==> src/design/hsv2rgb_pkg.sv <==
package hsv2rgb_pkg;

	localparam int ChanW = 8;
	localparam int FracW = 24;

	// Hue sector: six slices of the color wheel
	typedef enum logic [2:0] {
		SEC_RED_YEL = 3'd0,
		SEC_YEL_GRN = 3'd1,
		SEC_GRN_CYN = 3'd2,
		SEC_CYN_BLU = 3'd3,
		SEC_BLU_MAG = 3'd4,
		SEC_MAG_RED = 3'd5
	} sector_t;

	// Candidate channel fractions, each an exact value over 2^24
	typedef struct packed {
		logic [FracW-1:0] vv;
		logic [FracW-1:0] pp;
		logic [FracW-1:0] qq;
		logic [FracW-1:0] tt;
	} frac_set_t;

	// floor(255 * x / 2^24), with 255 * x formed as 256 * x - x
	function automatic logic [ChanW-1:0] to_channel(input logic [FracW-1:0] x);
		logic [FracW+ChanW-1:0] prod;
		prod = {x, {ChanW{1'b0}}} - {{ChanW{1'b0}}, x};
		return prod[FracW+ChanW-1:FracW];
	endfunction

endpackage

==> src/design/hsv2rgb_hsv_if.sv <==
interface hsv2rgb_hsv_if;
	logic       valid;
	logic       ready;
	logic [7:0] hue;
	logic [7:0] saturation;
	logic [7:0] brightness;

	modport source(output valid, output hue, output saturation, output brightness,
		input ready);
	modport sink(input valid, input hue, input saturation, input brightness,
		output ready);
endinterface

==> src/design/hsv2rgb_rgb_if.sv <==
interface hsv2rgb_rgb_if;
	logic       valid;
	logic       ready;
	logic [7:0] red;
	logic [7:0] green;
	logic [7:0] blue;

	modport source(output valid, output red, output green, output blue, input ready);
	modport sink(input valid, input red, input green, input blue, output ready);
endinterface

==> src/design/hsv_to_rgb_8bit_core.sv <==
// HSV to RGB pixel converter, four register stages.
// An accepted hsv word passes through stages s1, s2, s3 and s4 to the rgb output.
// Throughput: one pixel per cycle while rgb.ready is high; each stage holds one word and advances when
// the stage after it is empty or advancing, so a stall back-pressures cleanly.
// Reset (arst_n low) empties the pipeline by clearing the stage valid flags; the data registers are not reset.
module hsv_to_rgb_8bit_core (
	input  logic                 clk,
	input  logic                 arst_n,
	hsv2rgb_hsv_if.sink          hsv,
	hsv2rgb_rgb_if.source        rgb
);
	import hsv2rgb_pkg::*;

	// stage enables, back to front
	logic en_s1, en_s2, en_s3, en_s4;
	logic v_s1, v_s2, v_s3, v_s4;

	// stage 1: sector and hue fraction
	logic [10:0] hue6;
	sector_t     sector_s1;
	logic [7:0]  fr_s1;
	logic [7:0]  sat_s1;
	logic [7:0]  val_s1;

	// stage 2: 8x9 products
	logic [8:0]  fr_c;
	logic [8:0]  sat_c;
	logic [16:0] sfc_full;
	logic [16:0] pp_full;
	logic [15:0] sf_s2;
	logic [15:0] sfc_s2;
	logic [15:0] pp_s2;
	logic [7:0]  val_s2;
	sector_t     sector_s2;

	// stage 3: value-scaled fractions
	logic [24:0] qq_full;
	logic [24:0] tt_full;
	frac_set_t   frac_s3;
	sector_t     sector_s3;

	// stage 4: permuted and scaled channels
	logic [7:0]  red_c, green_c, blue_c;
	logic [7:0]  red_s4, green_s4, blue_s4;

	assign en_s4 = !v_s4 || rgb.ready;
	assign en_s3 = !v_s3 || en_s4;
	assign en_s2 = !v_s2 || en_s3;
	assign en_s1 = !v_s1 || en_s2;
	assign hsv.ready = en_s1;

	always_ff @(posedge clk or negedge arst_n) begin
		if (!arst_n) begin
			v_s1 <= 1'b0;
			v_s2 <= 1'b0;
			v_s3 <= 1'b0;
			v_s4 <= 1'b0;
		end else begin
			if (en_s1) v_s1 <= hsv.valid;
			if (en_s2) v_s2 <= v_s1;
			if (en_s3) v_s3 <= v_s2;
			if (en_s4) v_s4 <= v_s3;
		end
	end

	// hue * 6 as two shifted adds; upper bits give the sector
	assign hue6 = {1'b0, hsv.hue, 2'b00} + {2'b00, hsv.hue, 1'b0};

	always_ff @(posedge clk) begin
		if (en_s1) begin
			sector_s1 <= sector_t'(hue6[10:8]);
			fr_s1     <= hue6[7:0];
			sat_s1    <= hsv.saturation;
			val_s1    <= hsv.brightness;
		end
	end

	assign fr_c     = 9'd256 - {1'b0, fr_s1};
	assign sat_c    = 9'd256 - {1'b0, sat_s1};
	assign sfc_full = {9'd0, sat_s1} * {8'd0, fr_c};
	assign pp_full  = {9'd0, val_s1} * {8'd0, sat_c};

	always_ff @(posedge clk) begin
		if (en_s2) begin
			sf_s2     <= {8'd0, sat_s1} * {8'd0, fr_s1};
			sfc_s2    <= sfc_full[15:0];
			pp_s2     <= pp_full[15:0];
			val_s2    <= val_s1;
			sector_s2 <= sector_s1;
		end
	end

	// results stay below 2^24, so the top bit of each product is always clear
	assign qq_full = {17'd0, val_s2} * (25'h0010000 - {9'd0, sf_s2});
	assign tt_full = {17'd0, val_s2} * (25'h0010000 - {9'd0, sfc_s2});

	always_ff @(posedge clk) begin
		if (en_s3) begin
			frac_s3.vv <= {val_s2, 16'd0};
			frac_s3.pp <= {pp_s2, 8'd0};
			frac_s3.qq <= qq_full[23:0];
			frac_s3.tt <= tt_full[23:0];
			sector_s3  <= sector_s2;
		end
	end

	hsv2rgb_perm u_perm (
		.sector (sector_s3),
		.frac   (frac_s3),
		.red    (red_c),
		.green  (green_c),
		.blue   (blue_c)
	);

	always_ff @(posedge clk) begin
		if (en_s4) begin
			red_s4   <= red_c;
			green_s4 <= green_c;
			blue_s4  <= blue_c;
		end
	end

	assign rgb.valid = v_s4;
	assign rgb.red   = red_s4;
	assign rgb.green = green_s4;
	assign rgb.blue  = blue_s4;

endmodule

==> src/design/hsv2rgb_perm.sv <==
module hsv2rgb_perm (
	input  hsv2rgb_pkg::sector_t   sector,
	input  hsv2rgb_pkg::frac_set_t frac,
	output logic [7:0]             red,
	output logic [7:0]             green,
	output logic [7:0]             blue
);
	import hsv2rgb_pkg::*;

	logic [FracW-1:0] r24;
	logic [FracW-1:0] g24;
	logic [FracW-1:0] b24;

	always_comb begin
		case (sector)
			SEC_RED_YEL: begin
				r24 = frac.vv; g24 = frac.tt; b24 = frac.pp;
			end
			SEC_YEL_GRN: begin
				r24 = frac.qq; g24 = frac.vv; b24 = frac.pp;
			end
			SEC_GRN_CYN: begin
				r24 = frac.pp; g24 = frac.vv; b24 = frac.tt;
			end
			SEC_CYN_BLU: begin
				r24 = frac.pp; g24 = frac.qq; b24 = frac.vv;
			end
			SEC_BLU_MAG: begin
				r24 = frac.tt; g24 = frac.pp; b24 = frac.vv;
			end
			default: begin
				r24 = frac.vv; g24 = frac.pp; b24 = frac.qq;
			end
		endcase
	end

	assign red   = to_channel(r24);
	assign green = to_channel(g24);
	assign blue  = to_channel(b24);

endmodule

==> src/flat_wrapper.sv <==
// flat-port wrapper written by rule: the top's interface ports become plain ports
module hsv_to_rgb_8bit_core_flat import hsv2rgb_pkg::*;
  (clk, arst_n, hsv_valid, hsv_hue, hsv_saturation, hsv_brightness, hsv_ready, rgb_valid, rgb_red, rgb_green, rgb_blue, rgb_ready);
  hsv2rgb_hsv_if hsv_i ();
  hsv2rgb_rgb_if rgb_i ();
  input  logic clk;
  input  logic arst_n;
  input wire logic [$bits(hsv_i.valid)-1:0] hsv_valid;
  input wire logic [$bits(hsv_i.hue)-1:0] hsv_hue;
  input wire logic [$bits(hsv_i.saturation)-1:0] hsv_saturation;
  input wire logic [$bits(hsv_i.brightness)-1:0] hsv_brightness;
  output wire logic [$bits(hsv_i.ready)-1:0] hsv_ready;
  output wire logic [$bits(rgb_i.valid)-1:0] rgb_valid;
  output wire logic [$bits(rgb_i.red)-1:0] rgb_red;
  output wire logic [$bits(rgb_i.green)-1:0] rgb_green;
  output wire logic [$bits(rgb_i.blue)-1:0] rgb_blue;
  input wire logic [$bits(rgb_i.ready)-1:0] rgb_ready;
  assign hsv_i.valid = hsv_valid;
  assign hsv_i.hue = hsv_hue;
  assign hsv_i.saturation = hsv_saturation;
  assign hsv_i.brightness = hsv_brightness;
  assign hsv_ready = hsv_i.ready;
  assign rgb_valid = rgb_i.valid;
  assign rgb_red = rgb_i.red;
  assign rgb_green = rgb_i.green;
  assign rgb_blue = rgb_i.blue;
  assign rgb_i.ready = rgb_ready;
  hsv_to_rgb_8bit_core u_core (.clk(clk), .arst_n(arst_n), .hsv(hsv_i), .rgb(rgb_i));
endmodule
==> config.mk <==
export PLATFORM = sky130hd
export DESIGN_NAME = hsv_to_rgb_8bit_core_flat
export DESIGN_NICKNAME = d
export VERILOG_FILES = /design/src/design/hsv2rgb_pkg.sv /design/src/design/hsv2rgb_hsv_if.sv /design/src/design/hsv2rgb_rgb_if.sv /design/src/design/hsv_to_rgb_8bit_core.sv /design/src/design/hsv2rgb_perm.sv /design/src/flat_wrapper.sv
export SDC_FILE = /design/constraint.sdc
export NUM_CORES = 1
export LEC_CHECK = 0
export BUFFER_PORTS_ARGS = -buffer_cell sky130_fd_sc_hd__buf_2
export CAP_MARGIN = 15
export CORE_MARGIN = 8
export CORE_UTILIZATION = 63
export DETAILED_ROUTE_END_ITERATION = 8
export PLACE_DENSITY = 0.8
export SYNTH_ARGS = -nofsm -noshare
export SYNTH_HDL_FRONTEND = slang
export SYNTH_SLANG_ARGS = --single-unit
==> constraint.sdc <==
create_clock -name clk -period 12.2 [get_ports clk]
set_input_delay 1.22 -clock clk [delete_from_list [all_inputs] [get_ports clk]]
set_output_delay 1.22 -clock clk [all_outputs]
set_load 0.05 [all_outputs]
==> run summary, run 1 <==
Result of the run - finished clean
Starting utilization of the core area - 63.5%
Hold Path End - u_core.sector_s2[2]$_DFFE_PP_
Number of warning messages in the yosys log - 0
Maximum number of pins on one net before global-route repair - 87
Share of final-layout standard cells stronger than drive strength 1 - 6.02%
Type of the most critical hold path - reg2reg
Final setup violating endpoints - 0
Clock network latency to the later pin of the worst-skew pair - 0.46 ns
Worst Clk Skew - 0.0117 ns
Count of cells along the worst register-to-register path - 20
Count of different cell masters after synthesis - 89
Congestion Overflow GR - 0
Total Routed Length - 55700 um
Largest fanout on the critical path - 8
Final sum of negative setup slack - 0 ns
Final Hold Fails - 0
Required time of the critical path - 12.41 ns
Overall die area - 45300 um^2
Rel. slew slack - 22.6%
Slack of the worst reg-to-reg path - 5.53 ns
Via total after detailed routing - 18209
Initial antenna violation count - 0
Number of ports placed on the die boundary - 54
Routability Congestion - 0.972
Critical path startpoint category - flop
Hold bufs inserted after CTS - 0
Maxcap violations - 0
Number of antenna cells inserted - 0
Post-route design area - 25700 um^2
# Post-CTS Setup Buffers - 0
Core Rows - 72
Worst setup EP type - flop
Via density per instance - 5.89
Vias in the first global route - 19132
Post-Syn Area - 24400 um^2
Resized Gates After CTS - 0
Clock slew at the register clock pins of the worst setup and hold paths - 0.07 ns
Placed cell area - 25100 um^2
Number of buffers created by CTS - 17
Critical path type - reg2reg
Global-route wire length before repair - 92500 um
Final antenna-violating net count - 0
Number of fill cells in the layout - 2998
Sum of net half-perimeters after detailed placement - 43100 um
Hold Path Cell Cnt - 0
DRC viols - 0
CTS tree - done
Main synth FF type - edfxtp_1
Count of routing violations after the opening detailed-route iteration - 1376
Number of instances in the synthesized netlist - 2552
Share of synthesized area occupied by flip-flops and latches - 22.3%
Post-synth EDFFs - 178
Mapped Nets - 3101
Core Area - 38500 um^2
Unrepaired setup endpoints after global routing - false
Portion of the clock cycle consumed by the worst path in the final layout - 54.7%
Layout net count - 3109
Count of clock tree sinks - 182
Worst Max-Slew Pin Slew - 1.16 ns
Bufs on Longest Clock Path - 2
Hold Path Origin - u_core.sector_s1[2]$_DFFE_PP_
Final worst path period need - 6.67 ns
Number of max-slew violations in the final report - 0
Number of detailed-routing iterations run before antenna repair - 7
Clk root buf - clkbuf_16
Proportion of register bits with asynchronous set or reset after synthesis - 2.20%
Post-Syn Area per Cell - 9.57 um^2
Input/output buffers - 53
Critical R2R Launch - u_core.sf_s2[4]$_DFFE_PP_
Growth of design area from synthesis to finish - 5.14%
Arrival time of the worst setup path - 6.88 ns
H-tree lvl count - 4
Highest Clock Rate - 0.150 GHz
Die span in x - 213 um
Total Routing Usage GR - 25.4%
Die extent in y - 213 um
Flop and latch count out of synthesis - 182
End of the worst register-to-register path - u_core.frac_s3[47]$_DFFE_PP_
Average wire per standard cell - 18.0 um
[cells in the mapped netlist (all sizes together), types with 12 or more instances]
library cell,count,area share (%)
buf,23,0.72
edfxtp,178,22
or2,15,0.38
xor2,29,1.0
a22oi,25,0.77
nor2b,23,0.59
and2,290,7.4
a21oi,89,1.9
nand3,32,0.68
clkbuf,58,0.89
mux2i,28,1.1
and3,17,0.44
fa,273,22
nand2b,14,0.36
nor4,15,0.45
a31oi,12,0.31
mux2,13,0.65
a211oi,16,0.49
inv,399,6.1
o21ai,69,1.4
nor3,36,0.82
nand2,221,3.4
xnor2,106,3.8
ha,248,13
o21a,13,0.40
a21o,49,1.5
nor2,107,1.7
[critical path, cell delays in order, from the launching register on]
cell and delay, ns:
edfxtp_1 0.44, or4_1 0.57, nor3_1 0.19, nor4b_2 0.44
xnor2_1 0.32, and2_1 0.22, fa_1 0.43, fa_1 0.49
fa_1 0.55, inv_1 0.05, fa_1 0.53, inv_1 0.04
ha_1 0.36, and3_1 0.23, and3_1 0.18, a21oi_1 0.21
a221oi_1 0.17, a221o_1 0.36, a211oi_1 0.35, a21oi_1 0.14
xnor2_1 0.15
[how the worst max path moves through the flow]
stage | from | endpoint | slack, ns | cells after the start
finish | u_core.sf_s2[4]$_DFFE_PP_ | u_core.frac_s3[47]$_DFFE_PP_ | 5.53 | 20
global route | u_core.sfc_s2[1]$_DFFE_PP_ | u_core.frac_s3[47]$_DFFE_PP_ | 5.21 | 21
CTS | u_core.sf_s2[4]$_DFFE_PP_ | u_core.frac_s3[47]$_DFFE_PP_ | 5.55 | 20
detailed placement | u_core.sf_s2[4]$_DFFE_PP_ | u_core.frac_s3[47]$_DFFE_PP_ | 5.56 | 20
global placement | u_core.sf_s2[4]$_DFFE_PP_ | u_core.frac_s3[47]$_DFFE_PP_ | 5.75 | 20
floorplan | u_core.sf_s2[4]$_DFFE_PP_ | u_core.frac_s3[47]$_DFFE_PP_ | 6.18 | 20
[metal layers]
layer | vias up | track usage, % | wire (um)
li1 | 8459 | - | -
met1 | 9065 | 31.4 | 22900
met2 | 565 | 43.9 | 27600
met3 | 120 | 3.49 | 2990
met4 | 0 | 11.4 | 2100
met5 | - | 0 | 0
[cells in the final DEF, fill, tap and decap left out, drive strengths merged, types with 9 or more instances in the layout]
| cell type | instances |
|---|---|
| and3 | 17 |
| nand2 | 221 |
| clkbuf | 19 |
| fa | 273 |
| a21o | 49 |
| or3b | 9 |
| a31oi | 12 |
| nand2b | 14 |
| or3 | 10 |
| mux2 | 13 |
| buf | 70 |
| a211oi | 16 |
| nor2b | 23 |
| a21oi | 89 |
| nand3 | 32 |
| o21a | 13 |
| nor2 | 107 |
| a22o | 9 |
| a21boi | 11 |
| xor2 | 29 |
| and2 | 290 |
| edfxtp | 178 |
| a22oi | 25 |
| ha | 248 |
| inv | 405 |
| or2 | 15 |
| o21ai | 69 |
| nand4 | 9 |
| nor4 | 15 |
| o221ai | 10 |
| nor3 | 36 |
| mux2i | 28 |
| xnor2 | 106 |
[registers in the layout (all words and copies together) (netlist names), 7 cells and up]
register	count
u_core.sat_s1	8
u_core.pp_s2	16
u_core.frac_s3	69
u_core.rgb.blue	8
u_core.val_s1	8
u_core.rgb.green	8
u_core.val_s2	8
u_core.fr_s1	7
u_core.sfc_s2	15
u_core.rgb.red	8
u_core.sf_s2	14
[cell type report]
class / count / area, um^2 / area share (%)
Sequential cell: 182 / 5450 / 21.2
Clock inverter: 13 / 138 / 0.536
Clock buffer: 19 / 443 / 1.72
Multi-Input combinational cell: 1889 / 17100 / 66.6
Tap cell: 518 / 648 / 2.52
Timing Repair Buffer: 70 / 413 / 1.61
Inverter: 400 / 1500 / 5.85
[metrics by stage]
stage	utilization (%)	std cells	worst slack (ns)	hold WS [ns]
finish	66.8	3091	5.53	0.421
global route	66.8	3091	5.21	0.428
CTS	66.7	3089	5.55	0.421
detailed placement	65.2	3057	5.56	0.405
global placement	65.2	3057	5.75	0.401
floorplan	-	2552	6.18	0.400
[logic make-up (layout without fill, tap and decap cells)]
logic type / Yosys count / count (layout) / synth area share [%]
AOI/OAI and AO/OA: 368 / 368 / 10.2
xor gates and xnor gates: 135 / 135 / 4.84
DFF: 182 / 182 / 22.3
adders and majority gates: 521 / 521 / 35.1
and+or+nand+nor: 824 / 824 / 18.0
muxes: 41 / 41 / 1.79
buffers and inverters: 481 / 502 / 7.75
Power of run 1 is left out: the tool's default activity adds up to more than one toggle a clock period on the data nets, which glitch-free logic cannot reach.
==> inputs of run 2 (changes only) <==
--- a/config.mk
+++ b/config.mk
@@ -5,10 +5,11 @@
 export SDC_FILE = /design/constraint.sdc
 export NUM_CORES = 1
 export LEC_CHECK = 0
+export ABC_AREA = 1
 export BUFFER_PORTS_ARGS = -buffer_cell sky130_fd_sc_hd__buf_2
 export CAP_MARGIN = 15
 export CORE_MARGIN = 8
-export CORE_UTILIZATION = 63
+export CORE_UTILIZATION = 60
 export DETAILED_ROUTE_END_ITERATION = 8
 export PLACE_DENSITY = 0.8
 export SYNTH_ARGS = -nofsm -noshare
==> constraint.sdc (replaced) <==
create_clock -name clk -period 6.1 [get_ports clk]
set_input_delay 0.61 -clock clk [delete_from_list [all_inputs] [get_ports clk]]
set_output_delay 0.61 -clock clk [all_outputs]
set_load 0.05 [all_outputs]
==> run 2 against run 1 <==
  * Highest routed layer unchanged
  * Via count is 19% higher
  * Critical endpoint is now u_core.frac_s3[45]$_DFFE_PP_
  * Fmax is 17% higher
  * Worst setup slack worse by 5.1 ns
  * Die area is 8.8% higher
  * Clock-buffer cell count is 2 lower
==> run summary, run 2 <==
Result of the run - finished clean
Hold Path Cell Cnt - 1
Cell with the most instances after synthesis - nand2_1
Largest registers ranked by flip-flop count - u_core.frac_s3 (69), u_core.pp_s2 (16), u_core.sfc_s2 (15)
Maximum number of pins on one net before global-route repair - 74
Total Routed Length - 67000 um
Number of buffers created by CTS - 17
Final sum of negative setup slack - 0 ns
Slowest cell on crit path - fa_1
Growth of design area from synthesis to finish - 6.18%
Largest fanout on the critical path - 8
Average wire per standard cell - 17.2 um
Rel. slew slack - 25.4%
Type of the most critical hold path - in2reg
Reg with most FFs - u_core.frac_s3
Leading cell type in the layout, fill and taps excluded - nand2_1
Final Hold Fails - 0
Worst Max-Slew Pin Slew - 1.12 ns
Starting utilization of the core area - 60.8%
Total Routing Usage GR - 27.8%
Commonest non-fill, non-tap cells in the layout - nand2_1, inv_1, nor2_1
Main synth FF type - edfxtp_1
End of the worst register-to-register path - u_core.frac_s3[45]$_DFFE_PP_
Count of routing violations after the opening detailed-route iteration - 1654
Critical path type - reg2reg
Slack of the worst reg-to-reg path - 0.39 ns
Worst setup EP type - flop
Cell taking the most area after synthesis - fa_1
Initial antenna violation count - 0
Layout net count - 3891
Maxcap violations - 0
List of cells traversed by the critical path - inv_2, ha_1, nand3_1, nor2_2, nand3_1, nor2_1, nand2_1, o21ai_0, nand2_1, nor2_1, fa_1, fa_1, fa_1, inv_1, fa_1, inv_1, ha_1, nand2_1, nor2_1, nand2_1, o21ai_0, nand3_1, nand2_1, xor2_1
Count of cells along the worst register-to-register path - 24
Number of instances in the synthesized netlist - 3299
Vias in the first global route - 22236
Unrepaired setup endpoints after global routing - false
Die extent in y - 222 um
Congestion Overflow GR - 0
Core Area - 41900 um^2
Synth top area cells - fa_1, edfxtp_1, ha_1
Worst Clk Skew - 0.0227 ns
Max reg flops - 69
Bufs on Longest Clock Path - 2
Critical path startpoint category - flop
Mapped Nets - 3848
Arrival time of the worst setup path - 5.94 ns
Core Rows - 75
Count of placed standard cells including taps - 3860
Clk root buf - clkbuf_16
Number of antenna cells inserted - 0
Sum of buffers and inverters on the critical path - 3
CTS tree - done
Top post-synthesis cells by count - nand2_1, inv_1, nor2_1
Cell mode on critical path - nand2_1
Final worst path period need - 5.71 ns
Sum of net half-perimeters after detailed placement - 55800 um
Hold Path Origin - hsv_brightness[4]
Share of final-layout standard cells stronger than drive strength 1 - 5.96%
Global-route wire length before repair - 111000 um
Number of max-slew violations in the final report - 0
Overall die area - 49300 um^2
Hold Path End - u_core.val_s1[4]$_DFFE_PP_
Critical R2R Launch - u_core.sfc_s2[1]$_DFFE_PP_
Max incr delay on CP - 0.55 ns
Largest delay contributor family on the critical path - adder cells
Number of ports placed on the die boundary - 54
Number of warning messages in the yosys log - 0
Final instance count without filler cells - 3894
DRC viols - 0
Post-synth EDFFs - 178
Final Core Density - 64.5%
Post-Syn Area per Cell - 7.73 um^2
Count of clock tree sinks - 182
Share of synthesized area occupied by flip-flops and latches - 21.4%
Routability Congestion - 1.01
Die span in x - 222 um
Post-Syn Area - 25500 um^2
Final antenna-violating net count - 0
Clock slew at the register clock pins of the worst setup and hold paths - 0.09 ns
Via density per instance - 5.55
Clock network latency to the later pin of the worst-skew pair - 0.49 ns
Proportion of register bits with asynchronous set or reset after synthesis - 2.20%
Number of detailed-routing iterations run before antenna repair - 6
Final setup violating endpoints - 0
Count of different cell masters after synthesis - 52
Flop and latch count out of synthesis - 182
Highest Clock Rate - 0.175 GHz
H-tree lvl count - 4
Required time of the critical path - 6.33 ns
Number of fill cells in the layout - 3620
Share of the synthesized area in the top cell type - 21.4%
Input/output buffers - 53
Portion of the clock cycle consumed by the worst path in the final layout - 93.7%
Via total after detailed routing - 21628
## run 2: changes by cell type in the layout (fill, tap and decap cells not counted), sizes merged, moves of 41 or more
cell and change:
a21oi +41, and2 -285, xnor2 -61, nand2 +513
nor2 +350, inv +304, nand3 +96
## run 2: how the worst max path moves through the flow
stage                                     startpoint                            to  slack [ns]  depth (start not counted)
after floorplan           u_core.sfc_s2[1]$_DFFE_PP_  u_core.frac_s3[46]$_DFFE_PP_        0.70                         23
after global placement    u_core.sfc_s2[1]$_DFFE_PP_  u_core.frac_s3[23]$_DFFE_PP_        0.48                         26
after detailed placement  u_core.sfc_s2[1]$_DFFE_PP_  u_core.frac_s3[23]$_DFFE_PP_        0.28                         26
after CTS                 u_core.sfc_s2[1]$_DFFE_PP_  u_core.frac_s3[46]$_DFFE_PP_        0.24                         23
after global routing      u_core.sfc_s2[1]$_DFFE_PP_  u_core.frac_s3[18]$_DFFE_PP_        0.03                         23
final                     u_core.sfc_s2[1]$_DFFE_PP_  u_core.frac_s3[45]$_DFFE_PP_        0.39                         24
## run 2: final cells by class
cell class              instances  area [um^2]  share of cell area (%)
inverters                     701         2630                    9.73
multi-input cells            2349        17100                    63.2
clock buffers                  17          425                    1.57
flip-flops and latches        182         5450                    20.1
clock inverters                15          219                   0.809
repair buffers                 91          566                    2.09
well taps                     539          674                    2.49
## run 2: stage by stage
stage               setup WS [ns]  cell area, um^2  hold WS [ns]
global route               0.0263            27100         0.266
floorplan                   0.704            25500         0.314
CTS                         0.242            27000         0.254
detailed placement          0.284            26400         0.405
finish                      0.386            27100         0.287
global placement            0.480            26400         0.401
## run 2: what timing repair did
item | 4_1_cts | 5_1_grt
endpoints found under the hold margin | 4 | 0
setup buffers | 0 | 0
hold buffers | 1 | 0
setup endpoints to repair | 0 | 8
resized for setup | 0 | 7
## run 2: routing by layer
layer  vias to the layer above  GRT usage (%)  part of all wire, %
li1                      10330              -                    -
met1                     10310           34.8                   42
met2                       836           47.6                   48
met3                       152           4.44                  6.5
met4                         0           11.4                  3.6
met5                         -              0                    0
## run 2: cell families (layout without fill, tap and decap cells)
family          Yosys count  in the layout  synth area share, %
simple gates           1415           1415                 23.0
buf+inv                 768            824                 11.6
fa+ha+maj               521            521                 33.6
flops                   182            182                 21.4
xor+xnor                106            106                 3.67
compound gates          307            307                 6.74
Power of run 2 is left out for the same reason.
